===== src/rtl/core/assert_macros.svh =====
// -----------------------------------------------------------------------------
// Assertion macros
// Concurrent assertion helpers for the ready list; empty under synthesis.
// -----------------------------------------------------------------------------
`ifndef ASSERT_MACROS_SVH
`define ASSERT_MACROS_SVH

`ifndef SYNTHESIS

`define RRL_ASSERT(lbl, clk, rst, prop, msg) \
   lbl: assert property (@(posedge clk) disable iff (rst) (prop)) else $error(msg);

`define RRL_ASSERT_IMPL(lbl, clk, rst, ante, cons, msg) \
   lbl: assert property (@(posedge clk) disable iff (rst) (ante) |-> (cons)) else $error(msg);

`define RRL_ASSERT_NEXT(lbl, clk, rst, ante, cons, msg) \
   lbl: assert property (@(posedge clk) disable iff (rst) (ante) |=> (cons)) else $error(msg);

`else

`define RRL_ASSERT(lbl, clk, rst, prop, msg)
`define RRL_ASSERT_IMPL(lbl, clk, rst, ante, cons, msg)
`define RRL_ASSERT_NEXT(lbl, clk, rst, ante, cons, msg)

`endif

`endif


===== src/rtl/core/rrl_pkg.sv =====
// -----------------------------------------------------------------------------
// Ready list package
// Shared constants, operation and status codes and the result type.
// -----------------------------------------------------------------------------
`timescale 1ns / 1ps
`default_nettype none

package rrl_pkg;

   localparam int DEF_LIST_DEPTH = 64;
   localparam int DEF_ID_BITS    = 16;

   localparam int ID_FIELD_BITS  = 16;
   localparam int OP_BITS        = 2;
   localparam int STATUS_BITS    = 2;
   localparam int OCC_BITS       = 7;

   localparam logic [OP_BITS-1:0] OP_ADD    = 2'd0;
   localparam logic [OP_BITS-1:0] OP_REMOVE = 2'd1;
   localparam logic [OP_BITS-1:0] OP_SELECT = 2'd2;

   localparam logic [STATUS_BITS-1:0] ST_OK      = 2'd0;
   localparam logic [STATUS_BITS-1:0] ST_EMPTY   = 2'd1;
   localparam logic [STATUS_BITS-1:0] ST_FULL    = 2'd2;
   localparam logic [STATUS_BITS-1:0] ST_MISSING = 2'd3;

   typedef struct packed {
      logic [ID_FIELD_BITS-1:0] chosen_id;
      logic [STATUS_BITS-1:0]   status;
      logic [OCC_BITS-1:0]      occupancy;
   } result_type;

endpackage

`default_nettype wire


===== src/rtl/core/rrl_ram.sv =====
// -----------------------------------------------------------------------------
// Ready list storage
// Single write port, single read port memory with registered read data.
// -----------------------------------------------------------------------------
`timescale 1ns / 1ps
`default_nettype none

module rrl_ram #(
   parameter int DEPTH = 64,
   parameter int WIDTH = 16
) (
   input  wire logic                     clock,
   input  wire logic                     wr_en,
   input  wire logic [$clog2(DEPTH)-1:0] wr_addr,
   input  wire logic [WIDTH-1:0]         wr_data,
   input  wire logic [$clog2(DEPTH)-1:0] rd_addr,
   output logic      [WIDTH-1:0]         rd_data
);

   logic [WIDTH-1:0] mem_ff [DEPTH];
   logic [WIDTH-1:0] rd_data_ff;

   always_ff @(posedge clock) begin
      if (wr_en) begin
         mem_ff[wr_addr] <= wr_data;
      end
   end

   always_ff @(posedge clock) begin
      rd_data_ff <= mem_ff[rd_addr];
   end

   assign rd_data = rd_data_ff;

endmodule

`default_nettype wire


===== src/rtl/core/rrl_ctrl.sv =====
// -----------------------------------------------------------------------------
// Ready list sequencer
// Circular list pointers, scan compare and compaction steps over one RAM.
// -----------------------------------------------------------------------------
`timescale 1ns / 1ps
`default_nettype none
`include "assert_macros.svh"

module rrl_ctrl
   import rrl_pkg::*;
#(
   parameter int LIST_DEPTH = DEF_LIST_DEPTH,
   parameter int ENTRY_BITS = DEF_ID_BITS
) (
   input  wire logic                          clock,
   input  wire logic                          reset,
   input  wire logic                          req_valid,
   output logic                               req_ready,
   input  wire logic [OP_BITS-1:0]            req_op,
   input  wire logic [ENTRY_BITS-1:0]         req_id,
   output logic                               ram_wr_en,
   output logic      [$clog2(LIST_DEPTH)-1:0] ram_wr_addr,
   output logic      [ENTRY_BITS-1:0]         ram_wr_data,
   output logic      [$clog2(LIST_DEPTH)-1:0] ram_rd_addr,
   input  wire logic [ENTRY_BITS-1:0]         ram_rd_data,
   output logic                               res_valid,
   input  wire logic                          res_take,
   output result_type                         res
);

   localparam int AW = $clog2(LIST_DEPTH);
   localparam int CW = $clog2(LIST_DEPTH + 1);

   typedef enum logic [5:0] {
      S_IDLE     = 6'b000001,
      S_SELECT   = 6'b000010,
      S_SCAN     = 6'b000100,
      S_SHIFT_WR = 6'b001000,
      S_SHIFT_RD = 6'b010000,
      S_EMIT     = 6'b100000
   } state_type;

   state_type         state_ff, state_in;
   logic [AW-1:0]     head_ff, head_in;
   logic [AW-1:0]     tail_ff, tail_in;
   logic [AW-1:0]     cur_ff, cur_in;
   logic [CW-1:0]     count_ff, count_in;
   logic [CW-1:0]     rem_ff, rem_in;
   logic [ENTRY_BITS-1:0] id_ff, id_in;
   result_type        res_ff, res_in;

   logic [AW-1:0]     head_nxt, tail_nxt, tail_prv, cur_nxt;
   logic              list_full, list_empty, last_one;

   assign head_nxt   = (head_ff == AW'(LIST_DEPTH - 1)) ? '0 : head_ff + AW'(1);
   assign tail_nxt   = (tail_ff == AW'(LIST_DEPTH - 1)) ? '0 : tail_ff + AW'(1);
   assign tail_prv   = (tail_ff == '0) ? AW'(LIST_DEPTH - 1) : tail_ff - AW'(1);
   assign cur_nxt    = (cur_ff == AW'(LIST_DEPTH - 1)) ? '0 : cur_ff + AW'(1);
   assign list_full  = (count_ff == CW'(LIST_DEPTH));
   assign list_empty = (count_ff == '0);
   assign last_one   = (rem_ff == CW'(1));

   assign req_ready = (state_ff == S_IDLE);
   assign res_valid = (state_ff == S_EMIT);
   assign res       = res_ff;

   always_comb begin
      state_in    = state_ff;
      head_in     = head_ff;
      tail_in     = tail_ff;
      cur_in      = cur_ff;
      count_in    = count_ff;
      rem_in      = rem_ff;
      id_in       = id_ff;
      res_in      = res_ff;
      ram_wr_en   = 1'b0;
      ram_wr_addr = tail_ff;
      ram_wr_data = id_ff;
      ram_rd_addr = head_ff;

      case (state_ff)
         S_IDLE: begin
            if (req_valid) begin
               id_in            = req_id;
               res_in.chosen_id = '0;
               res_in.status    = ST_OK;
               res_in.occupancy = OCC_BITS'(count_ff);
               state_in         = S_EMIT;
               case (req_op)
                  OP_ADD: begin
                     if (list_full) begin
                        res_in.status = ST_FULL;
                     end else begin
                        ram_wr_en        = 1'b1;
                        ram_wr_data      = req_id;
                        tail_in          = tail_nxt;
                        count_in         = count_ff + CW'(1);
                        res_in.occupancy = OCC_BITS'(count_ff + CW'(1));
                     end
                  end
                  OP_REMOVE: begin
                     if (list_empty) begin
                        res_in.status = ST_MISSING;
                     end else begin
                        cur_in   = head_ff;
                        rem_in   = count_ff;
                        state_in = S_SCAN;
                     end
                  end
                  OP_SELECT: begin
                     if (list_empty) begin
                        res_in.status = ST_EMPTY;
                     end else begin
                        state_in = S_SELECT;
                     end
                  end
                  default: begin
                  end
               endcase
            end
         end
         S_SELECT: begin
            ram_wr_en        = 1'b1;
            ram_wr_data      = ram_rd_data;
            head_in          = head_nxt;
            tail_in          = tail_nxt;
            res_in.chosen_id = ID_FIELD_BITS'(ram_rd_data);
            state_in         = S_EMIT;
         end
         S_SCAN: begin
            ram_rd_addr = cur_nxt;
            if (ram_rd_data == id_ff) begin
               if (last_one) begin
                  tail_in          = tail_prv;
                  count_in         = count_ff - CW'(1);
                  res_in.occupancy = OCC_BITS'(count_ff - CW'(1));
                  state_in         = S_EMIT;
               end else begin
                  rem_in   = rem_ff - CW'(1);
                  state_in = S_SHIFT_WR;
               end
            end else if (last_one) begin
               res_in.status = ST_MISSING;
               state_in      = S_EMIT;
            end else begin
               cur_in = cur_nxt;
               rem_in = rem_ff - CW'(1);
            end
         end
         S_SHIFT_WR: begin
            ram_wr_en   = 1'b1;
            ram_wr_addr = cur_ff;
            ram_wr_data = ram_rd_data;
            cur_in      = cur_nxt;
            if (last_one) begin
               tail_in          = tail_prv;
               count_in         = count_ff - CW'(1);
               res_in.occupancy = OCC_BITS'(count_ff - CW'(1));
               state_in         = S_EMIT;
            end else begin
               rem_in   = rem_ff - CW'(1);
               state_in = S_SHIFT_RD;
            end
         end
         S_SHIFT_RD: begin
            ram_rd_addr = cur_nxt;
            state_in    = S_SHIFT_WR;
         end
         S_EMIT: begin
            if (res_take) begin
               state_in = S_IDLE;
            end
         end
         default: begin
            state_in = S_IDLE;
         end
      endcase
   end

   always_ff @(posedge clock) begin
      if (reset) begin
         state_ff <= S_IDLE;
         head_ff  <= '0;
         tail_ff  <= '0;
         count_ff <= '0;
      end else begin
         state_ff <= state_in;
         head_ff  <= head_in;
         tail_ff  <= tail_in;
         count_ff <= count_in;
      end
   end

   always_ff @(posedge clock) begin
      cur_ff <= cur_in;
      rem_ff <= rem_in;
      id_ff  <= id_in;
      res_ff <= res_in;
   end

   `RRL_ASSERT(a_count_bound, clock, reset, count_ff <= CW'(LIST_DEPTH), "occupancy beyond depth")
   `RRL_ASSERT_IMPL(a_empty_ptrs, clock, reset, list_empty, head_ff == tail_ff, "ptrs apart")
   `RRL_ASSERT_IMPL(a_full_ptrs, clock, reset, list_full, head_ff == tail_ff, "ptrs apart")
   `RRL_ASSERT_NEXT(a_busy_after_accept, clock, reset, req_valid && req_ready, !req_ready, "busy")

endmodule

`default_nettype wire


===== src/rtl/core/round_robin_ready_list_top.sv =====
// -----------------------------------------------------------------------------
// Round-robin ready list
// Ordered identifier list with add, remove-with-compaction and select-rotate.
// -----------------------------------------------------------------------------
//   channel  direction  tdata                          tuser
//   req      in         entry_id[15:0]                 op[1:0]
//   rsp      out        chosen_id[15:0], occupancy     status[1:0]
//
// Add, unused codes and empty-list cases go straight from accept to the result
// state; select passes through the S_SELECT read step first. Remove makes one
// compare per entry up to the match on the single memory read port, then write
// and read steps to move each later entry. One transaction is in work at a
// time; a finished result sits in the output register while the next request is
// taken. Synchronous active-high reset empties the list; contents are not cleared.
// -----------------------------------------------------------------------------
`timescale 1ns / 1ps
`default_nettype none

module round_robin_ready_list_top
   import rrl_pkg::*;
#(
   parameter int LIST_DEPTH = DEF_LIST_DEPTH,
   parameter int ID_BITS    = DEF_ID_BITS
) (
   input  wire logic        clock,
   input  wire logic        reset,
   input  wire logic        req_tvalid,
   output logic             req_tready,
   input  wire logic [15:0] req_tdata,   // entry_id[15:0]
   input  wire logic [1:0]  req_tuser,   // op[1:0]
   output logic             rsp_tvalid,
   input  wire logic        rsp_tready,
   output logic      [23:0] rsp_tdata,   // chosen_id[15:0], occupancy[22:16], zero[23]
   output logic      [1:0]  rsp_tuser    // status[1:0]
);

   localparam int STORE_BITS = (ID_BITS < ID_FIELD_BITS) ? ID_BITS : ID_FIELD_BITS;
   localparam int AW         = $clog2(LIST_DEPTH);

   logic                  ram_wr_en;
   logic [AW-1:0]         ram_wr_addr, ram_rd_addr;
   logic [STORE_BITS-1:0] ram_wr_data, ram_rd_data;
   logic                  res_valid, res_take;
   result_type            res;

   logic                  out_valid_ff, out_valid_in;
   result_type            out_data_ff;

   rrl_ram #(
      .DEPTH (LIST_DEPTH),
      .WIDTH (STORE_BITS)
   ) u_ram (
      .clock   (clock),
      .wr_en   (ram_wr_en),
      .wr_addr (ram_wr_addr),
      .wr_data (ram_wr_data),
      .rd_addr (ram_rd_addr),
      .rd_data (ram_rd_data)
   );

   rrl_ctrl #(
      .LIST_DEPTH (LIST_DEPTH),
      .ENTRY_BITS (STORE_BITS)
   ) u_ctrl (
      .clock       (clock),
      .reset       (reset),
      .req_valid   (req_tvalid),
      .req_ready   (req_tready),
      .req_op      (req_tuser),
      .req_id      (req_tdata[STORE_BITS-1:0]),
      .ram_wr_en   (ram_wr_en),
      .ram_wr_addr (ram_wr_addr),
      .ram_wr_data (ram_wr_data),
      .ram_rd_addr (ram_rd_addr),
      .ram_rd_data (ram_rd_data),
      .res_valid   (res_valid),
      .res_take    (res_take),
      .res         (res)
   );

   assign res_take = res_valid && (!out_valid_ff || rsp_tready);

   always_comb begin
      out_valid_in = out_valid_ff;
      if (res_take) begin
         out_valid_in = 1'b1;
      end else if (rsp_tready) begin
         out_valid_in = 1'b0;
      end
   end

   always_ff @(posedge clock) begin
      if (reset) begin
         out_valid_ff <= 1'b0;
      end else begin
         out_valid_ff <= out_valid_in;
      end
   end

   always_ff @(posedge clock) begin
      if (res_take) begin
         out_data_ff <= res;
      end
   end

   assign rsp_tvalid = out_valid_ff;
   assign rsp_tdata  = {1'b0, out_data_ff.occupancy, out_data_ff.chosen_id};
   assign rsp_tuser  = out_data_ff.status;

endmodule

`default_nettype wire


===== config.mk =====
export PLATFORM = sky130hd
export DESIGN_NAME = round_robin_ready_list_top
export DESIGN_NICKNAME = d
export VERILOG_FILES = /design/src/rtl/core/rrl_pkg.sv /design/src/rtl/core/rrl_ram.sv /design/src/rtl/core/rrl_ctrl.sv /design/src/rtl/core/round_robin_ready_list_top.sv
export VERILOG_INCLUDE_DIRS = /design/src /design/src/rtl/core
export SDC_FILE = /design/constraint.sdc
export NUM_CORES = 1
export LEC_CHECK = 0
export BUFFER_PORTS_ARGS = -buffer_cell sky130_fd_sc_hd__buf_4
export CORE_AREA = 5 5 345 347
export DETAILED_ROUTE_END_ITERATION = 16
export DIE_AREA = 0 0 350 352
export HOLD_SLACK_MARGIN = 0.1
export PLACE_DENSITY = 0.65
export SETUP_SLACK_MARGIN = 0.05
export SLEW_MARGIN = 20
export SYNTH_ARGS = -nofsm -noshare
export SYNTH_HDL_FRONTEND = slang
export SYNTH_SLANG_ARGS = --single-unit

===== constraint.sdc =====
create_clock -name clock -period 4.7 [get_ports clock]
set_clock_uncertainty 0.1 [all_clocks]
set_input_delay 0 -clock clock [delete_from_list [all_inputs] [get_ports clock]]
set_output_delay 0 -clock clock [all_outputs]
set_load 0.02 [all_outputs]

# --- Word-level counts from Yosys, hierarchy flattened ---
# Memories as Yosys holds them, arrays and structs flattened. A register that Yosys moved wholly into a read port is not among the register bits.
# Cells that the tools add are included.
word_totals:
  latchBits: 0
  reg_bits: 105
  mem_bits_ro: 0
  n_memories: 1
  word_cells: 134
  output_inout_bits: 28
  input_bits: 22
  ram_bits: 1024
mem_list:
  columns: ["memory", "words", "width", "rd", "rd_ports_with_merged_regs", "wr", "line", "source"]
  rows:
  - ["u_ram.mem_ff", 64, 16, 1, 1, 1, "rrl_ram.sv:20", "logic [WIDTH-1:0] mem_ff [DEPTH];"]
op_classes:
  div_mod_pow: 0
  shifts: 0
  mux: 63
  reduce_logical: 23
  order_cmp: 0
  n_eq_ne: 26
  bitwise: 0
  n_mul: 0
  add_sub_neg: 7
ops:
  columns: ["cell", "n"]
  rows:
  - ["$mux 6", 24]
  - ["$mux 7", 11]
  - ["$pmux 16 s2", 2]
  - ["$mux 16", 3]
  - ["$pmux 7 s3", 2]
  - ["$pmux 6 s6", 1]
  - ["$mux 25", 1]
  - ["$eq 6x6->1 const B", 4]
  - ["$pmux 6 s4", 1]
  - ["$add 6x1->6 const B", 3]
  - ["$pmux 6 s3", 1]
  - ["$eq 16x16->1", 1]
  - ["$pmux 7 s2", 1]
  - ["$sub 7x1->7 const B", 2]
  - ["$ne 2x2->1 const B", 6]
  - ["$pmux 6 s2", 1]
  - ["$ne 2x1->1 const B", 5]
  - ["$reduce_and 5->1", 2]
  - ["$mux 1", 8]
  - ["$mux 2", 4]
  - ["$reduce_bool 2->1", 4]
  - ["$add 7x1->7 const B", 1]
  - ["$eq 7x1->1 const B", 1]
  - ["$eq 7x7->1 const B", 1]
  - ["25 further kinds", 29]

# --- Logic depth before layout (Yosys ltp) ---
logic_depth:
  ltp_word: 7
  ltp_mapped: 14
  ltp_nobuf: 9

# --- Cells and area by module ---
# Synthesis repeated with hierarchy kept, for this count alone.
unflattened:
  cells_unflattened: 2347
  hier_area_um2: 45467.4
by_module_without_submodules:
  columns: ["mod", "area_per_inst_um2", "seq_area_each_um2", "instances", "cells_per_inst"]
  rows:
  - ["rrl_ram", 40042.2, 31069.8, 1, 1829]
  - ["rrl_ctrl", 4608.2, 2122.0, 1, 486]
  - ["round_robin_ready_list_top", 817.0, 770.7, 1, 32]

# --- Worst setup path before layout ---
# OpenSTA, ideal clock, no wires.
synth_timing:
  kind: "flip-flop to flip-flop"
  from: "register u_ctrl.state_ff[2]"
  to: "memory u_ram.mem_ff[0][0], enable pin"
  setup_ps: 388
  path_stages_with_launch: 11
  slack_ps: 1149
  arrival_time_ps: 3063
  required_time_ps: 4212
  path_buffers: 2
  synth_period_minus_slack_ps: 3551
  cell_sequence: "dfxtp_1 > buf_2 > nor4_1 > and3b_1 > clkbuf_1 > nand2_1 > nor2_1 > nor2_1 > nor2b_1 > nand2_1 > nor2_1"
synth_via:
  elab_cells_between_ends: 8
  classes_between: "3 x eq/ne; 4 x mux; 1 x reduce/logical"
synth_rtl:
  columns: ["element", "line", "source"]
  rows:
  - ["start: declaration", "rrl_ctrl.sv:43", "state_type state_ff, state_in;"]
  - ["start signal: assignment", "rrl_ctrl.sv:187", "state_ff <= state_in;"]
  - ["$eq 6x1->1", null, null]
  - ["via req_tready", "round_robin_ready_list_top.sv:28", "output logic req_tready,"]
  - ["$pmux 1 s2", "rrl_ctrl.sv:81", "case (state_ff)"]
  - ["$mux 1", "rrl_ram.sv:24", "if (wr_en) begin"]
  - ["$mux 1 (implied by the code)", "rrl_ram.sv:25", "mem_ff[wr_addr] <= wr_data;"]
  - ["end: declaration", "rrl_ram.sv:20", null]
# The timed path passes the listed nets, and every way through them passes these cells.

# --- Worst setup path in the final report ---
layout_timing:
  from: "register u_ctrl.state_ff[5]"
  to: "register u_ram.rd_data_ff[15], in the netlist u_ram.rd_data[15], read port of u_ram.mem_ff"
layout_via:
  elab_chain_cells: 3
  elab_cells_between_ends: 4
  classes_between: "2 x eq/ne; 1 x mux; 1 x reduce/logical"
layout_rtl:
  columns: ["element", "line", "source"]
  rows:
  - ["$eq 6x5->1 or $eq 6x3->1 (tied branches)", "rrl_ctrl.sv:81", null]
  - ["$reduce_or 2->1 (no line) (*)", null, null]
  - ["$mux 6 (*)", "rrl_ctrl.sv:81", null]
  - ["end: declaration", "rrl_ram.sv:21", "logic [WIDTH-1:0] rd_data_ff;"]
# Every way passes the cells marked *; elsewhere a longest branch is shown, timed or not.
# A chain may end at the register's enable or synchronous reset.

==> metrics.md <==
| Metric | Value |
|---|---|
| Critical path class | `reg -> reg` |
| Initial DRC count | `3512` |
| Relative slew slack | `31.6%` |
| Final setup vio count | `0` |
| Clock latency on the worst-skew pair | `0.71 ns` |
| Seq cells post-synth | `1145` |
| 1st-pass router iterations | `6` |
| H-tree depth | `3` |
| Syn nets | `3367` |
| Post-CTS setup buffer count | `0` |
| Antenna cell count | `0` |
| Reg2reg end | `u_ram.rd_data[15]` |
| Post-synthesis cell count | `3332` |
| Final-layout fill cell count | `10000` |
| I/O pin count | `50` |
| Worst-path clk slew | `0.06 ns` |
| CTS tree | `built` |
| HP Class | `in -> reg` |
| Most used DFF post-synth | `edfxtp_1` |
| First-pass GRT wire length | `181000 um` |
| Drc violations | `0` |
| Number of flops mapped to enable cells by yosys | `1103` |
| F_max | `252 MHz` |
| Max-Cap Viols | `0` |
| Total Wirelength | `123000 um` |
| Minimum clock period | `3.97 ns` |
| Post-route cell area | `53000 um^2` |
| HPWL Detailed | `72500 um` |
| Cell Chain, Critical Path | `nor4_2 > a21oi_1 > or2_2 > buf_4 > nor2_4 > buf_4 > a221o_1 > a21oi_1 > a211oi_1 > or4b_1` |
| PostCTS Resize Cnt | `0` |
| Synth unique cells | `64` |
| Sequential share of the synthesized area | `74.0%` |
| Gr usage total | `19.4%` |
| Clock Sinks | `1145` |
| CTS Root Buffer Type | `clkbuf_16` |
| Die Area | `123000 um^2` |
| Port Buf Inserts | `48` |
| Ys async rst share | `0%` |
| Total negative setup slack | `0 ns` |
| Antenna-violating nets left | `0` |
| Final #Nets | `3534` |
| R2R Setup Slk | `0.73 ns` |
| Via count | `29000` |
| Startpoint types | `flip-flop` |
| Critical Path Max Stage Delay | `0.56 ns` |
| Mapped cell area | `45900 um^2` |
| Hold Crit Depth | `3` |
| Largest net degree at the start of global routing | `121` |
| Initial cell density of the core | `39.7%` |
| Hold endpoint | `u_ctrl.tail_ff[1]` |
| Total CTS buffers | `111` |
| CP startpoint | `u_ctrl.state_ff[5]` |
| Final Power | `21.3 mW` |
| Slew Limit Fails | `0` |
| CP max stage cell | `nor4_2` |
| R2R depth | `10` |
| Final period utilization | `84.5%` |
| Max Buffers Root-to-Sink | `3` |
| Endpoints failing hold | `0` |
| P&R area growth vs syn | `15.4%` |
| DR vias/cell | `5.66` |
| Post-Route Hold Slack | `0.152 ns` |
| Number of global-route vias before repair | `27800` |
| Synth Warn # | `0` |
| Routed len/inst | `24.1 um` |
| CP Capture Type | `flip-flop` |
| RSZ-0062 raised after global routing | `no` |
| Pin slew with the least headroom to its limit | `1.03 ns` |
| Core ar. | `116000 um^2` |
| Leak pwr | `18.2 nW` |
| Peak supply drop | `0.000316 V` |
| Power density cells | `403 nW/um^2` |
| Max FO, Critical Path | `28` |
| FP Rows | `125` |
| Worst Path Required | `5.15 ns` |
| Status | `complete, no violations` |
| Syn Area/Cell | `13.8 um^2` |
| RePlAce Congestion | `0.853` |
| Die Width | `350 um` |
| Die Ht | `352 um` |
| Hold_buf cts | `41` |
| Layout cells sized above 1 | `13.5%` |
| Crit path DAT | `4.42 ns` |
| DP Area | `49000 um^2` |
| Total grt overflow | `0` |
| Hold Startpoint | `reset` |
| Launching point of the worst reg2reg path | `u_ctrl.state_ff[5]` |
| Initial antenna violation count | `6` |
-- stage by stage --
step	std cells	setup slack (ns)	util (%)
after floorplan	3332	1.15	-
after global placement	4869	0.822	42.4
after detailed placement	4869	0.808	42.4
after CTS	5116	0.807	45.8
after global routing	5116	0.509	45.8
final	5116	0.729	45.8
-- cell families after synthesis --
| logic type | Yosys count | share of synthesized area [%] |
|---|---|---|
| xor+xnor | 42 | 0.818 |
| other cells | 1 | 0.00817 |
| simple gates | 1322 | 12.8 |
| fa+ha+maj | 13 | 0.354 |
| buf+inv | 218 | 2.14 |
| flops | 1145 | 74.0 |
| mux | 123 | 2.86 |
| compound gates | 468 | 7.02 |
-- synthesized netlist by cell type (4+ instances only) --
cell	number	area, um^2
ha_1	13	163
nand2b_1	6	37.5
nor3_1	25	125
o21ai_0	71	355
and3_1	120	751
or3_1	19	119
nand3_1	157	786
inv_1	14	52.6
and2_1	21	131
a311oi_1	37	324
a21oi_1	30	150
nand3b_1	6	45.0
edfxtp_1	1103	33100
buf_4	11	82.6
nor4_1	7	43.8
a21o_1	14	105
nand2_1	759	2850
o22ai_1	43	269
xnor2_1	29	254
a211oi_1	65	488
nand4_1	24	150
nor2_1	147	552
o211ai_1	7	52.6
clkbuf_1	114	428
mux2i_1	57	571
buf_2	57	285
nor2b_1	5	31.3
a22oi_1	19	143
dfxtp_1	42	841
o221ai_1	16	140
nor4_2	12	150
xor2_1	12	105
mux2_2	66	743
o31ai_1	4	30.0
buf_6	4	45.0
a32oi_1	37	324
buf_1	16	60.1
a31oi_1	105	657
-- worst max-delay path by stage --
| stage | end | slack [ns] | cells after the start |
|---|---|---|---|
| 5_1_grt | u_ram.rd_data[15] | 0.51 | 10 |
| 4_1_cts | u_ram.rd_data[9] | 0.81 | 10 |
| 2_1_floorplan | u_ram.mem_ff[0][0] | 1.15 | 10 |
| 6_report | u_ram.rd_data[15] | 0.73 | 10 |
| 3_5_place_dp | u_ram.rd_data[9] | 0.81 | 10 |
| 3_3_place_gp | u_ram.rd_data[9] | 0.82 | 10 |
-- metal layers --
metal / vias to the layer above / track usage, % / share of wire, %
li1: 12900 / - / -
met1: 14500 / 27.3 / 41
met2: 1406 / 30.8 / 46
met3: 178 / 3.50 / 9.5
met4: 2 / 6.35 / 3.2
met5: - / 0 / 0.014
-- registers in the layout (all words and copies together) (netlist names), 7 cells and up --
register         flops
u_ram.rd_data       16
u_ctrl.count_ff      7
u_ctrl.id_ff        16
rsp_tdata           23
u_ram.mem_ff      1024
u_ctrl.res          25
u_ctrl.rem_ff        7
-- cell type report --
class | instances | area, um^2 | share of cell area (%)
well taps | 1524 | 1910 | 3.60
clock inverters | 73 | 688 | 1.30
repair buffers | 258 | 2390 | 4.51
inverters | 14 | 52.6 | 0.0992
clock buffers | 133 | 2880 | 5.44
multi-input cells | 1969 | 11100 | 20.9
flip-flops and latches | 1145 | 34000 | 64.1
-- critical path, delay by kind of cell (launching register included) --
kind            cells  cell delay, ns
simple gates        4            1.84
compound gates      4            0.99
buf+inv             2            0.56
flops               1            0.34
-- placed cells by master, fill, tap and decap left out, types with 19 or more instances in the layout --
cell type / instances
buf_12: 28
buf_4: 189
nor2_1: 142
dfxtp_1: 42
mux2_2: 66
clkbuf_16: 112
and3_1: 120
o21ai_0: 71
a21oi_1: 29
clkinv_1: 30
or3_1: 19
a22oi_1: 19
dlygate4sd3_1: 41
a31oi_1: 105
a211oi_1: 64
nand2_1: 742
nor3_1: 25
clkinv_2: 23
o22ai_1: 43
mux2i_1: 57
a32oi_1: 37
edfxtp_1: 1103
nand3_1: 156
clkbuf_1: 21
and2_1: 20
xnor2_1: 29
nand4_1: 24
a311oi_1: 37
-- where the power goes --
group | internal (mW) | switching, mW
clock | 4.93 | 3.80
combinational | 0.241 | 0.742
sequential | 11.6 | 0.0612
Note: power is estimated with default switching activity, not from simulation.
